==> config.mk <==
export PLATFORM = sky130hd
export DESIGN_NAME = sme_front
export DESIGN_NICKNAME = d
export VERILOG_FILES = /design/src/hdl/stack_machine_execute_unit_defines.svh /design/src/hdl/sme_pkg.sv /design/src/hdl/sme_front.sv
export SDC_FILE = /design/constraint.sdc
export NUM_CORES = 1
export LEC_CHECK = 0
export ABC_CLOCK_PERIOD_IN_PS = 8400
export BUFFER_PORTS_ARGS = -buffer_cell sky130_fd_sc_hd__clkbuf_2
export CAP_MARGIN = 25
export CORE_ASPECT_RATIO = 0.7
export CORE_UTILIZATION = 37
export CTS_BUF_LIST = sky130_fd_sc_hd__clkbuf_8
export CTS_CLUSTER_SIZE = 16
export DETAILED_ROUTE_END_ITERATION = 16
export MAX_ROUTING_LAYER = met4
export PLACE_DENSITY_LB_ADDON = 0.08
export SLEW_MARGIN = 15
export SYNTH_ARGS = -nofsm -noshare
export SYNTH_HDL_FRONTEND = slang
export SYNTH_SLANG_ARGS = --single-unit
==> constraint.sdc <==
create_clock -name clk -period 8.4 [get_ports clk]
set_clock_uncertainty 0.05 [all_clocks]
set_input_delay 1.68 -clock clk [delete_from_list [all_inputs] [get_ports clk]]
set_output_delay 1.68 -clock clk [all_outputs]
set_load 0.005 [all_outputs]
==> src/hdl/stack_machine_execute_unit_defines.svh <==
// ----------------------------------------------------------------------------
// Stack machine execute unit assertion macros
// Clocked assertion shorthands on clk, disabled while arst_n is low.
// ----------------------------------------------------------------------------
`ifndef STACK_MACHINE_EXECUTE_UNIT_DEFINES_SVH
`define STACK_MACHINE_EXECUTE_UNIT_DEFINES_SVH

`ifndef ASSERT_OFF
// Check that an expression holds at every edge
`define SME_ASSERT_ALWAYS(lbl, expr, msg) \
	lbl: assert property (@(posedge clk) disable iff (!arst_n) (expr)) else $error(msg);
// Check that a condition implies another at the same edge
`define SME_ASSERT_IMPL(lbl, ante, cons, msg) \
	lbl: assert property (@(posedge clk) disable iff (!arst_n) (ante) |-> (cons)) \
		else $error(msg);
// Check that a condition implies another at the next edge
`define SME_ASSERT_NEXT(lbl, ante, cons, msg) \
	lbl: assert property (@(posedge clk) disable iff (!arst_n) (ante) |=> (cons)) \
		else $error(msg);
`else
`define SME_ASSERT_ALWAYS(lbl, expr, msg)
`define SME_ASSERT_IMPL(lbl, ante, cons, msg)
`define SME_ASSERT_NEXT(lbl, ante, cons, msg)
`endif

`endif

==> src/hdl/sme_pkg.sv <==
// ----------------------------------------------------------------------------
// Stack machine execute unit package
// Shared constants, opcodes, status codes and payload types.
// ----------------------------------------------------------------------------
package sme_pkg;

	localparam int STACK_ENTRIES = 1024;
	localparam int ADDR_W        = $clog2(STACK_ENTRIES);
	localparam int CNT_W         = $clog2(STACK_ENTRIES + 1);
	localparam int DATA_W        = 32;
	localparam int DIV_STEPS     = DATA_W;
	localparam int DIV_CNT_W     = $clog2(DIV_STEPS);
	// Queue depth must be a power of two so the pointers wrap on their own
	localparam int QUEUE_DEPTH   = 2;
	localparam int QUEUE_PTR_W   = $clog2(QUEUE_DEPTH);
	localparam int QUEUE_CNT_W   = $clog2(QUEUE_DEPTH + 1);

	typedef enum logic [3:0] {
		OP_PUSH    = 4'd0,
		OP_DUP     = 4'd1,
		OP_SWAP    = 4'd2,
		OP_DISCARD = 4'd3,
		OP_COPY    = 4'd4,
		OP_SLIDE   = 4'd5,
		OP_ADD     = 4'd6,
		OP_SUB     = 4'd7,
		OP_MUL     = 4'd8,
		OP_DIV     = 4'd9,
		OP_MOD     = 4'd10,
		OP_EMIT    = 4'd11,
		OP_NOP     = 4'd12
	} op_t;

	typedef enum logic [2:0] {
		ST_OK      = 3'd0,
		ST_FEW     = 3'd1,
		ST_FULL    = 3'd2,
		ST_RANGE   = 3'd3,
		ST_DIVZERO = 3'd4
	} status_t;

	typedef enum logic [2:0] {
		S_IDLE,
		S_EXEC,
		S_DIV,
		S_DIVF
	} state_t;

	typedef struct packed {
		logic [3:0]               cmd;
		logic signed [DATA_W-1:0] operand;
	} cmd_item_t;

	typedef struct packed {
		logic [2:0]               status;
		logic                     emitted;
		logic signed [DATA_W-1:0] emit_value;
		logic signed [DATA_W-1:0] top_value;
		logic [10:0]              stack_level;
	} res_item_t;

	// Classified instruction handed from front to back
	typedef struct packed {
		op_t               op;
		logic [DATA_W-1:0] operand;
		logic              opd_neg;
		logic              opd_zero;
	} dec_item_t;

	typedef struct packed {
		logic      valid;
		dec_item_t item;
	} queue_head_t;

endpackage

==> src/hdl/sme_front.sv <==
// ----------------------------------------------------------------------------
// Stack machine front end
// Accepts requests, decodes the command class and queues them for the back.
// ----------------------------------------------------------------------------
module sme_front (
	input  logic                 clk,
	input  logic                 arst_n,
	input  logic                 cmd_valid,
	output logic                 cmd_ready,
	input  sme_pkg::cmd_item_t   cmd_item,
	output sme_pkg::queue_head_t head,
	input  logic                 pop
);

	sme_pkg::dec_item_t                    entry_q [sme_pkg::QUEUE_DEPTH];
	logic [sme_pkg::QUEUE_CNT_W-1:0]       cnt_q;
	logic [sme_pkg::QUEUE_PTR_W-1:0]       wr_ptr_q;
	logic [sme_pkg::QUEUE_PTR_W-1:0]       rd_ptr_q;
	sme_pkg::dec_item_t                    dec;
	logic                                  push;
	logic                                  do_pop;

	// Decode the command into its class and flag the operand
	always_comb begin
		dec.operand  = cmd_item.operand;
		dec.opd_neg  = cmd_item.operand[sme_pkg::DATA_W-1];
		dec.opd_zero = (cmd_item.operand == '0);
		unique case (cmd_item.cmd)
			4'd0:    dec.op = sme_pkg::OP_PUSH;
			4'd1:    dec.op = sme_pkg::OP_DUP;
			4'd2:    dec.op = sme_pkg::OP_SWAP;
			4'd3:    dec.op = sme_pkg::OP_DISCARD;
			4'd4:    dec.op = sme_pkg::OP_COPY;
			4'd5:    dec.op = sme_pkg::OP_SLIDE;
			4'd6:    dec.op = sme_pkg::OP_ADD;
			4'd7:    dec.op = sme_pkg::OP_SUB;
			4'd8:    dec.op = sme_pkg::OP_MUL;
			4'd9:    dec.op = sme_pkg::OP_DIV;
			4'd10:   dec.op = sme_pkg::OP_MOD;
			4'd11:   dec.op = sme_pkg::OP_EMIT;
			default: dec.op = sme_pkg::OP_NOP;
		endcase
	end

	assign cmd_ready  = (cnt_q != sme_pkg::QUEUE_CNT_W'(sme_pkg::QUEUE_DEPTH));
	assign push       = cmd_valid && cmd_ready;
	assign head.valid = (cnt_q != '0);
	assign head.item  = entry_q[rd_ptr_q];
	assign do_pop     = pop && head.valid;

	// Store decoded requests
	always_ff @(posedge clk) begin
		if (push) begin
			entry_q[wr_ptr_q] <= dec;
		end
	end

	// Advance pointers and fill count
	always_ff @(posedge clk or negedge arst_n) begin
		if (!arst_n) begin
			cnt_q    <= '0;
			wr_ptr_q <= '0;
			rd_ptr_q <= '0;
		end else begin
			if (push) begin
				wr_ptr_q <= wr_ptr_q + 1'b1;
			end
			if (do_pop) begin
				rd_ptr_q <= rd_ptr_q + 1'b1;
			end
			if (push && !do_pop) begin
				cnt_q <= cnt_q + 1'b1;
			end else if (do_pop && !push) begin
				cnt_q <= cnt_q - 1'b1;
			end
		end
	end

endmodule

==> reports/results.tsv, run 1 <==
stage	metric	value	unit
floorplanning	FP Rows	27	
drt	First-pass DRT Iterations	4	
synthesis	Synth Area in Simple Gates	3.30	%
synthesis	Post-Synthesis Cells	147	
drt	Post-DRT Antenna Nets	0	
synthesis	top cells by count, synth	edfxtp_1, mux2_4, mux2_2, nor4_1, dfrtp_1	
power	Static Leak	1.48	nW
synthesis	Adder-Cell Fraction of Synth Area	0.412	%
synthesis	Distinct cells, synth	19	
timing	achievable frequency	291	MHz
timing	slew of the pin with the lowest slew margin	0.894	ns
power	clock power share	20.3	%
clocking	Post-CTS Resized	0	
power	Pwr Density	321	nW/µm²
clocking	CTS buffer count	9	
clocking	maximum clock insertion buffer count	2	
timing	relative slew slack	40.4	%
timing	Setup TNS	0	ns
clocking	clock root buffer	clkbuf_8	
clocking	clock transition at the registers of the reported paths	0.06	ns
clocking	CTS tree	built	
drt	Avg Vias per Cell	4.74	
synthesis	top cells by area, synth	edfxtp_1, mux2_4, mux2_2	
drt	DRC viols	0	
layout	Layout area overhead	23.2	%
worst_setup_path	Worst setup EP type	primary output	
synthesis	complex-gate fraction of the synthesized area	0.495	%
drt	wl on met1	2.24	mm
layout	Nets	275	
worst_setup_path	Max FO, Critical Path	24	
drt	met3 wire len	366	µm
synthesis	multiplexer share of the synthesized area	16.2	%
power	Logic pwr share	31.8	%
worst_setup_path	WS Path Type	flip-flop to primary output	
synthesis	Syn. warnings	0	
drt	Post-Route WL	5.38	mm
timing	RSZ-0062 raised after global routing	no	
synthesis	most common cell in the netlist	edfxtp_1	
global_route	gr usage total	14.1	%
clocking	clk_lat worst skew	0.33	ns
floorplanning	total die area	8580	µm²
run_status	status	finished, final reports clean	
global_route	antenna violations before repair	0	
worst_setup_path	Critical Path Max Stage Delay	0.62	ns
worst_setup_path	CP arrival	1.70	ns
timing	final setup vio count	0	
drt	initial drt markers	49	
worst_setup_path	Req. time, crit path	6.67	ns
synthesis	Yosys reg bits	78	
power	switching share of power	27.3	%
layout	Antenna diodes	0	
floorplanning	Die Y	77.8	µm
drt	wire length per cell	15.9	µm
synthesis	register area share after synthesis	76.5	%
worst_setup_path	crit-path cells	buf_12, mux2_2, clkbuf_2	
global_route	first-pass GRT wire length	8.32	mm
synthesis	leading area contributor after synthesis	edfxtp_1	
placement	hpwl dp	3.70	mm
drt	DR vias	1607	
timing	Final Max Tran Viols	0	
power	Final Power	1.20	mW
synthesis	Main synth FF type	edfxtp_1	
worst_setup_path	slowest CP cell	dfrtp_2	
global_route	vias in the first global route	1701	
clocking	H-tree depth	3	
drt	top layer in use	met4	
timing	final hold violation count	0	
power	Net Sw Power	329	µW
synthesis	Syn Area/Cell	20.6	µm²
flow_run	Max Cap Viol	0	
timing	Tmin final	3.43	ns
synthesis	largest family of logic cells by synthesized area	multiplexers	
synthesis	Syn Nets	188	
clocking	setup bufs post-CTS	0	
power	Cell Int Power	873	µW
global_route	Remaining Overflow, GRT	0	
power	VDD IR max	0.000172	V
synthesis	Synth Cell Area	3040	µm²
global_route	pin count of the biggest net entering global routing	39	
floorplanning	Initial Utilization	38.4	%
placement	routability congestion estimate	0.697	
floorplanning	Core Area	7910	µm²
drt	metal2 WL	2.74	mm
floorplanning	die width	110	µm
clocking	Post-CTS Hold Fix Bufs	0	
clocking	Sink Count	78	
worst_setup_path	Worst setup SP type	flip-flop	
placement	Port Buffer Count	79	
worst_hold_path	hold crit path type	flip-flop to flip-flop	
layout	share of cells above drive strength 1	55.0	%
synthesis	Post-Synth XOR/XNOR Area	1.44	%
synthesis	FFs w/ async S/R, synth	5.13	%
floorplanning	# IOs	80	
power	Reg power frac	48.0	%
synthesis	Synth top area share	73.2	%
synthesis	EDFF count, synth	74	
timing	Final period util	40.9	%
state kept, by name, summed over array words and instances (netlist names):
register / flops
cnt_q: 2
entry_q: 74
rd_ptr_q: 1
wr_ptr_q: 1
stage by stage:
step                instance area, µm²  hold WS, ns  setup slack, ns  utilization [%]  std cells
floorplan                         3040        0.406             4.59                -        147
global placement                  3520        0.424             5.04             44.5        322
detailed placement                3550        0.464             5.03             44.9        323
CTS                               3720        0.475             4.66             47.1        338
global route                      3740        0.517             4.87             47.3        339
finish                            3740        0.465             4.97             47.3        339
critical path, delay by kind of cell (launching register included):
family                 cells  cell delay, ns
multiplexers               1            0.37
flip-flops                 1            0.62
buffers and inverters      2            0.37
kinds of logic after synthesis:
logic type	count (synthesis)
buf+inv	6
mux	37
flops	78
compound gates	2
fa+ha+maj	1
simple gates	18
xor+xnor	5
power groups by stage:
stage	combinational (mW)	sequential [mW]	clock, mW
after global routing	0.415	0.587	0.267
after CTS	0.355	0.606	0.251
after global placement	0.335	0.609	0
after floorplan	0.258	0.563	0
after detailed placement	0.353	0.615	0
final	0.382	0.576	0.244
final cells by class:
type	count	area (µm²)
Sequential cell	78	2320
Clock inverter	6	48.8
Multi-Input combinational cell	63	672
Timing Repair Buffer	81	443
Clock buffer	9	124
Inverter	1	3.75
Tap cell	101	126
Fill cell	693	4160
layout by cell type, fill, tap and decap left out, drive strengths merged, types with 3 or more instances in the layout:
cell / count
clkbuf: 88
nor2: 3
mux2: 37
xnor2: 3
inv: 5
dfrtp: 4
nor4: 8
edfxtp: 74
layer usage:
| metal | global-route usage [%] | up-vias |
|---|---|---|
| met5 | - | - |
| met4 | 5.26 | 0 |
| met3 | 5.29 | 5 |
| met2 | 22.6 | 57 |
| met1 | 15.9 | 795 |
| li1 | - | 750 |
path summary, 6_finish.rpt:
| check | from | to | slack [ns] | cells past startpoint |
|---|---|---|---|---|
| setup / recovery | rd_ptr_q | head[17] | 4.97 | 3 |
| setup reg to reg | cnt_q[0] | entry_q[0][0] | 6.58 | 4 |
| hold reg to reg | cnt_q[1] | cnt_q[1] | 0.46 | 1 |
| hold / removal | cnt_q[1] | cnt_q[1] | 0.46 | 1 |
| min in group asynchronous | arst_n | cnt_q[1] | 1.10 | 1 |
| max in group asynchronous | arst_n | rd_ptr_q | 7.07 | 1 |
No activity file was read; power rests on OpenSTA's default activity.
==> run 2: changes to the inputs <==
ABC_CLOCK_PERIOD_IN_PS = 3300   (was 8400)
clock period = 3.3 ns   (was 8.4 ns; I/O delays follow)
==> reports/results.tsv, run 2 (same netlist as run 1, synthesis figures left out) <==
stage	metric	value	unit	change
run_status	status	finished, final reports clean		
floorplanning	FP Rows	27		unchanged
clocking	Post-CTS Resized	0		unchanged
timing	slew of the pin with the lowest slew margin	0.924	ns	+0.0301 ns
placement	routability congestion estimate	0.692		-0.76%
timing	Setup TNS	0	ns	unchanged
timing	relative slew slack	38.4	%	-2.0 points
worst_setup_path	Worst setup SP type	flip-flop		
floorplanning	Die Y	77.8	µm	unchanged
drt	Avg Vias per Cell	4.62		-2.6%
worst_setup_path	WS Path Type	flip-flop to primary output		
worst_setup_path	Worst setup EP type	primary output		
floorplanning	die width	110	µm	unchanged
timing	final setup vio count	0		unchanged
layout	share of cells above drive strength 1	55.0	%	unchanged
layout	fin util	47.1	%	-0.25 points
drt	DR vias	1565		-2.6%
floorplanning	Initial Utilization	38.4	%	unchanged
global_route	GR Layer Usage met1	15.3	%	-0.66 points
layout	commonest non-fill, non-tap cell in the layout	clkbuf_2		
global_route	vias in the first global route	1571		-7.6%
placement	hpwl dp	3.59	mm	-3.0%
drt	First-pass DRT Iterations	4		unchanged
floorplanning	# IOs	80		unchanged
clocking	CTS buffer count	9		unchanged
placement	DP Worst Slack	1.16	ns	-3.86 ns
drt	wire length per cell	15.4	µm	-2.8%
flow_run	Max Cap Viol	0		unchanged
drt	Post-DRT Antenna Nets	0		unchanged
global_route	Remaining Overflow, GRT	0		unchanged
placement	Port Buffer Count	79		unchanged
global_route	met2 Track Usage GR	21.3	%	-1.3 points
layout	Layout area overhead	22.6	%	
global_route	pin count of the biggest net entering global routing	38		-2.6%
layout	Nets	275		unchanged
power	Static Leak	1.47	nW	-0.45%
worst_hold_path	hold crit path type	input port to asynchronous set/reset pin		
global_route	GR Util met3	6.05	%	+0.76 points
worst_setup_path	CP arrival	1.75	ns	+0.05 ns
global_route	gr usage total	13.4	%	-0.63 points
layout	fill count	715		+3.2%
drt	DRC viols	0		unchanged
timing	achievable frequency	406	MHz	
drt	Post-Route WL	5.23	mm	-2.8%
layout	Reg with most FFs	entry_q		
clocking	CTS tree	built		
layout	Finished Cell Area	3720	µm²	-0.54%
timing	Min Hold Slack	0.0776	ns	-0.387 ns
clocking	clk_lat worst skew	0.33	ns	about the same
global_route	first-pass GRT wire length	7.85	mm	-5.7%
clocking	H-tree depth	3		unchanged
placement	placed cell area	3550	µm²	unchanged
clocking	clock root buffer	clkbuf_8		
global_route	antenna violations before repair	0		unchanged
worst_setup_path	FF-to-FF setup slack	1.49	ns	-5.09 ns
timing	RSZ-0062 raised after global routing	no		
layout	most frequent cells in the layout	clkbuf_2, edfxtp_1, mux2_4		
timing	Final period util	74.7	%	
worst_setup_path	Req. time, crit path	2.59	ns	-4.08 ns
timing	Final Max Tran Viols	0		unchanged
timing	final hold violation count	0		unchanged
layout	Antenna diodes	0		unchanged
timing	final setup margin	0.836	ns	-4.13 ns
clocking	clock transition at the registers of the reported paths	0.06	ns	about the same
layout	biggest regs	entry_q (74), cnt_q (2)		
timing	Tmin final	2.46	ns	
global_route	GRT busiest layer	met2		
power	VDD IR max	0.000316	V	+84%
floorplanning	total die area	8580	µm²	unchanged
clocking	setup bufs post-CTS	0		unchanged
power	Pwr Density	814	nW/µm²	+150%
clocking	Sink Count	78		unchanged
clocking	Post-CTS Hold Fix Bufs	0		unchanged
floorplanning	Core Area	7910	µm²	unchanged
worst_setup_path	Max FO, Critical Path	22		-8.3%
drt	initial drt markers	48		-2.0%
layout	Largest register FFs	74		unchanged
clocking	maximum clock insertion buffer count	2		unchanged
==> run 2: cell types whose count changed in the layout (fill, tap and decap cells not counted) <==
cell,change
buf_4,+1
buf_16,-1
==> run 2: worst max-delay path, cell delays in order (launching register included) <==
cell and delay [ns]:
dfrtp_2 0.68, buf_12 0.26, mux2_2 0.37, clkbuf_2 0.11
==> run 2: area by class of cell <==
type | instances | area [µm²] | share of cell area, %
sequential | 78 | 2320 | 62.4
multi-input combinational | 63 | 672 | 18.1
timing repair buffer | 81 | 423 | 11.4
tap | 101 | 126 | 3.40
clock buffer | 9 | 124 | 3.33
clock inverter | 6 | 48.8 | 1.31
inverter | 1 | 3.75 | 0.101
==> run 2: through the flow <==
step | power [mW] | std cells
floorplan | 2.09 | 147
global placement | 2.43 | 324
detailed placement | 2.45 | 324
CTS | 3.08 | 339
global route | 3.19 | 339
finish | 3.03 | 339
==> run 2: final timing paths <==
check / start / to / cells after the start
max in group asynchronous: arst_n / rd_ptr_q / 1
hold reg to reg: cnt_q[1] / cnt_q[1] / 1
hold / removal: arst_n / wr_ptr_q / 1
min in group clk: cnt_q[1] / cnt_q[1] / 1
setup reg to reg: cnt_q[0] / entry_q[1][34] / 2
setup / recovery: rd_ptr_q / head[1] / 3
==> run 2: per-layer routing <==
metal | up-vias | wire length, µm
met5 | - | 0
met4 | 0 | 36
met3 | 4 | 393
met2 | 50 | 2490
met1 | 761 | 2310
li1 | 750 | -
==> run 2: report_power, final <==
group | internal [mW] | total (mW) | switching [mW] | leakage [nW]
combinational | 0.514 | 0.932 | 0.418 | 0.633
sequential | 1.36 | 1.48 | 0.116 | 0.734
clock | 0.332 | 0.620 | 0.288 | 0.102
total | 2.21 | 3.03 | 0.823 | 1.47
==> run 3: changes to the inputs <==
ABC_AREA = 1   (was unset)
ABC_CLOCK_PERIOD_IN_PS = 2360   (was 3300)
clock period = 2.36 ns   (was 3.3 ns; I/O delays follow)
==> reports/results.tsv, run 3 <==
stage	metric	value	unit	change
floorplanning	FP Rows	27		unchanged
worst_setup_path	slowest CP cell	buf_4		
timing	Final period util	82.9	%	
global_route	gr usage total	15.2	%	+1.8 points
timing	final hold violation count	0		unchanged
power	Static Leak	1.65	nW	+12%
clocking	clock transition at the registers of the reported paths	0.08	ns	+0.02 ns
drt	wire length per cell	13.5	µm	-12%
global_route	vias in the first global route	1865		+19%
worst_hold_path	hold_sp	cmd_item[30]		
clocking	maximum clock insertion buffer count	2		unchanged
worst_setup_path	crit-path cells	buf_4, nand2_1, nand2_1, clkbuf_2		
synthesis	Synth top area share	71.5	%	-1.7 points
floorplanning	Initial Utilization	38.8	%	+0.42 points
clocking	CTS buffer count	9		unchanged
layout	fin util	47.7	%	+0.59 points
layout	Reg with most FFs	entry_q		
floorplanning	# IOs	80		unchanged
run_status	failing checks	design-rule violations		
clocking	setup bufs post-CTS	0		unchanged
worst_setup_path	CP most frequent cell	nand2_1		
floorplanning	die width	112	µm	+1.2%
synthesis	most common cell in the netlist	nand2_1		
timing	relative slew slack	71.5	%	+33 points
synthesis	Post-Synthesis Cells	252		+71%
worst_setup_path	r2r worst-path depth	7		+5
power	Pwr Density	1170	nW/µm²	+44%
synthesis	Yosys reg bits	78		unchanged
synthesis	FFs w/ async S/R, synth	5.13	%	unchanged
flow_run	Max Cap Viol	0		unchanged
synthesis	Synth Cell Area	3110	µm²	+2.4%
global_route	Remaining Overflow, GRT	0		unchanged
layout	most frequent cells in the layout	nand2_1, clkbuf_2, edfxtp_1		
worst_setup_path	Max FO, Critical Path	37		+68%
timing	Setup TNS	0	ns	unchanged
timing	RSZ-0062 raised after global routing	no		
placement	Port Buffer Count	79		unchanged
placement	hpwl dp	3.92	mm	+9.0%
global_route	first-pass GRT wire length	9.40	mm	+20%
synthesis	top cells by count, synth	nand2_1, edfxtp_1, nor2_1, dfrtp_1		
timing	slew of the pin with the lowest slew margin	0.427	ns	-0.497 ns
global_route	antenna violations before repair	0		unchanged
worst_setup_path	FF-to-FF setup slack	0.86	ns	-0.63 ns
timing	achievable frequency	511	MHz	
floorplanning	Die Y	78.7	µm	+1.2%
synthesis	Syn Nets	293		+56%
worst_setup_path	R2R Path Start	cnt_q[0]		
drt	DR vias	1956		+25%
floorplanning	Core Area	8010	µm²	+1.3%
timing	final setup vio count	0		unchanged
worst_hold_path	hold crit path type	input port to flip-flop		
layout	Antenna diodes	0		unchanged
clocking	Post-CTS Resized	0		unchanged
synthesis	leading area contributor after synthesis	edfxtp_1		
drt	Post-Route WL	5.97	mm	+14%
layout	fill count	742		+3.8%
timing	Final Max Tran Viols	0		unchanged
layout	share of cells above drive strength 1	31.4	%	-24 points
worst_setup_path	Worst setup EP type	primary output		
synthesis	Main synth FF type	edfxtp_1		
global_route	pin count of the biggest net entering global routing	39		+2.6%
clocking	H-tree depth	3		unchanged
layout	biggest regs	entry_q (74), cnt_q (2)		
layout	commonest non-fill, non-tap cell in the layout	nand2_1		
clocking	clk_lat worst skew	0.33	ns	about the same
drt	First-pass DRT Iterations	12		+8
worst_setup_path	Req. time, crit path	1.84	ns	-0.75 ns
synthesis	Syn Area/Cell	12.3	µm²	-40%
worst_setup_path	Critical Path Max Stage Delay	0.39	ns	-0.29 ns
worst_hold_path	worst hold path depth	1		
worst_setup_path	crit-path leading delay family	buffers and inverters		
clocking	CTS tree	built		
clocking	Post-CTS Hold Fix Bufs	1		+1
power	VDD IR max	0.000369	V	+17%
layout	Layout area overhead	22.8	%	
floorplanning	total die area	8780	µm²	+2.3%
synthesis	Distinct cells, synth	19		unchanged
placement	routability congestion estimate	0.723		+4.5%
clocking	Sink Count	78		unchanged
synthesis	top cells by area, synth	edfxtp_1, nand2_1, dfrtp_1		
drt	initial drt markers	109		+130%
power	Final Power	4.47	mW	+47%
clocking	clock root buffer	clkbuf_8		
worst_setup_path	Reg-to-Reg End	cnt_q[1]		
timing	Tmin final	1.96	ns	
worst_setup_path	critical path buffer and inverter count	2		unchanged
worst_setup_path	Worst setup SP type	flip-flop		
synthesis	EDFF count, synth	74		unchanged
drt	Avg Vias per Cell	4.43		-4.1%
drt	DRC viols	5		+5
layout	Largest register FFs	74		unchanged
worst_hold_path	Worst Hold End	entry_q[1][32]		
worst_setup_path	CP arrival	1.43	ns	-0.32 ns
synthesis	register area share after synthesis	74.7	%	-1.8 points
layout	Nets	379		+38%
run_status	status	finished, violations left		
drt	Post-DRT Antenna Nets	0		unchanged
synthesis	Syn. warnings	0		unchanged
worst_setup_path	WS Path Type	flip-flop to primary output		
-- run 3: metal layers --
metal / wire length (µm) / global-route usage (%) / vias to the layer above
li1: - / - / 997
met1: 3020 / 20.3 / 894
met2: 2560 / 21.6 / 61
met3: 348 / 5.25 / 4
met4: 36 / 5.27 / 0
met5: 0 / - / -
-- run 3: how the worst max path moves through the flow --
stage,startpoint,end,slack [ns],cells past startpoint
detailed placement,rd_ptr_q,head[1],0.75,5
floorplan,cnt_q[0],entry_q[0][0],0.36,4
finish,rd_ptr_q,head[23],0.40,4
global route,rd_ptr_q,head[12],0.25,4
global placement,rd_ptr_q,head[12],0.72,4
CTS,rd_ptr_q,head[1],0.37,5
-- run 3: kinds of logic after synthesis --
group,Yosys count,share of synthesized area (%)
adders and majority gates,1,0.403
xor gates and xnor gates,3,0.846
and+or+nand+nor,153,19.6
AOI/OAI and AO/OA,2,0.483
buffers and inverters,15,3.90
DFF,78,74.7
-- run 3: cell type report --
cell class	instances	area, µm²	area share, %
sequential	78	2320	60.9
multi-input combinational	159	672	17.6
timing repair buffer	84	473	12.4
tap	101	126	3.31
clock buffer	9	124	3.25
clock inverter	5	76.3	2.00
inverter	6	22.5	0.590
-- run 3: power breakdown --
group / switching [mW] / internal (mW) / leakage, nW
combinational: 0.896 / 0.565 / 0.815
sequential: 0.0919 / 1.89 / 0.735
clock: 0.446 / 0.578 / 0.0986
total: 1.43 / 3.03 / 1.65
-- run 3: stage by stage --
| stage | cell area, µm² | cells | hold WS (ns) | setup slack (ns) |
|---|---|---|---|---|
| 2_1_floorplan | 3110 | 252 | 0.126 | 0.365 |
| 6_report | 3820 | 442 | 0.283 | 0.404 |
| 3_3_place_gp | 3610 | 427 | 0.243 | 0.719 |
| 3_5_place_dp | 3610 | 427 | 0.240 | 0.751 |
| 5_1_grt | 3820 | 442 | 0.265 | 0.250 |
| 4_1_cts | 3820 | 442 | 0.260 | 0.366 |
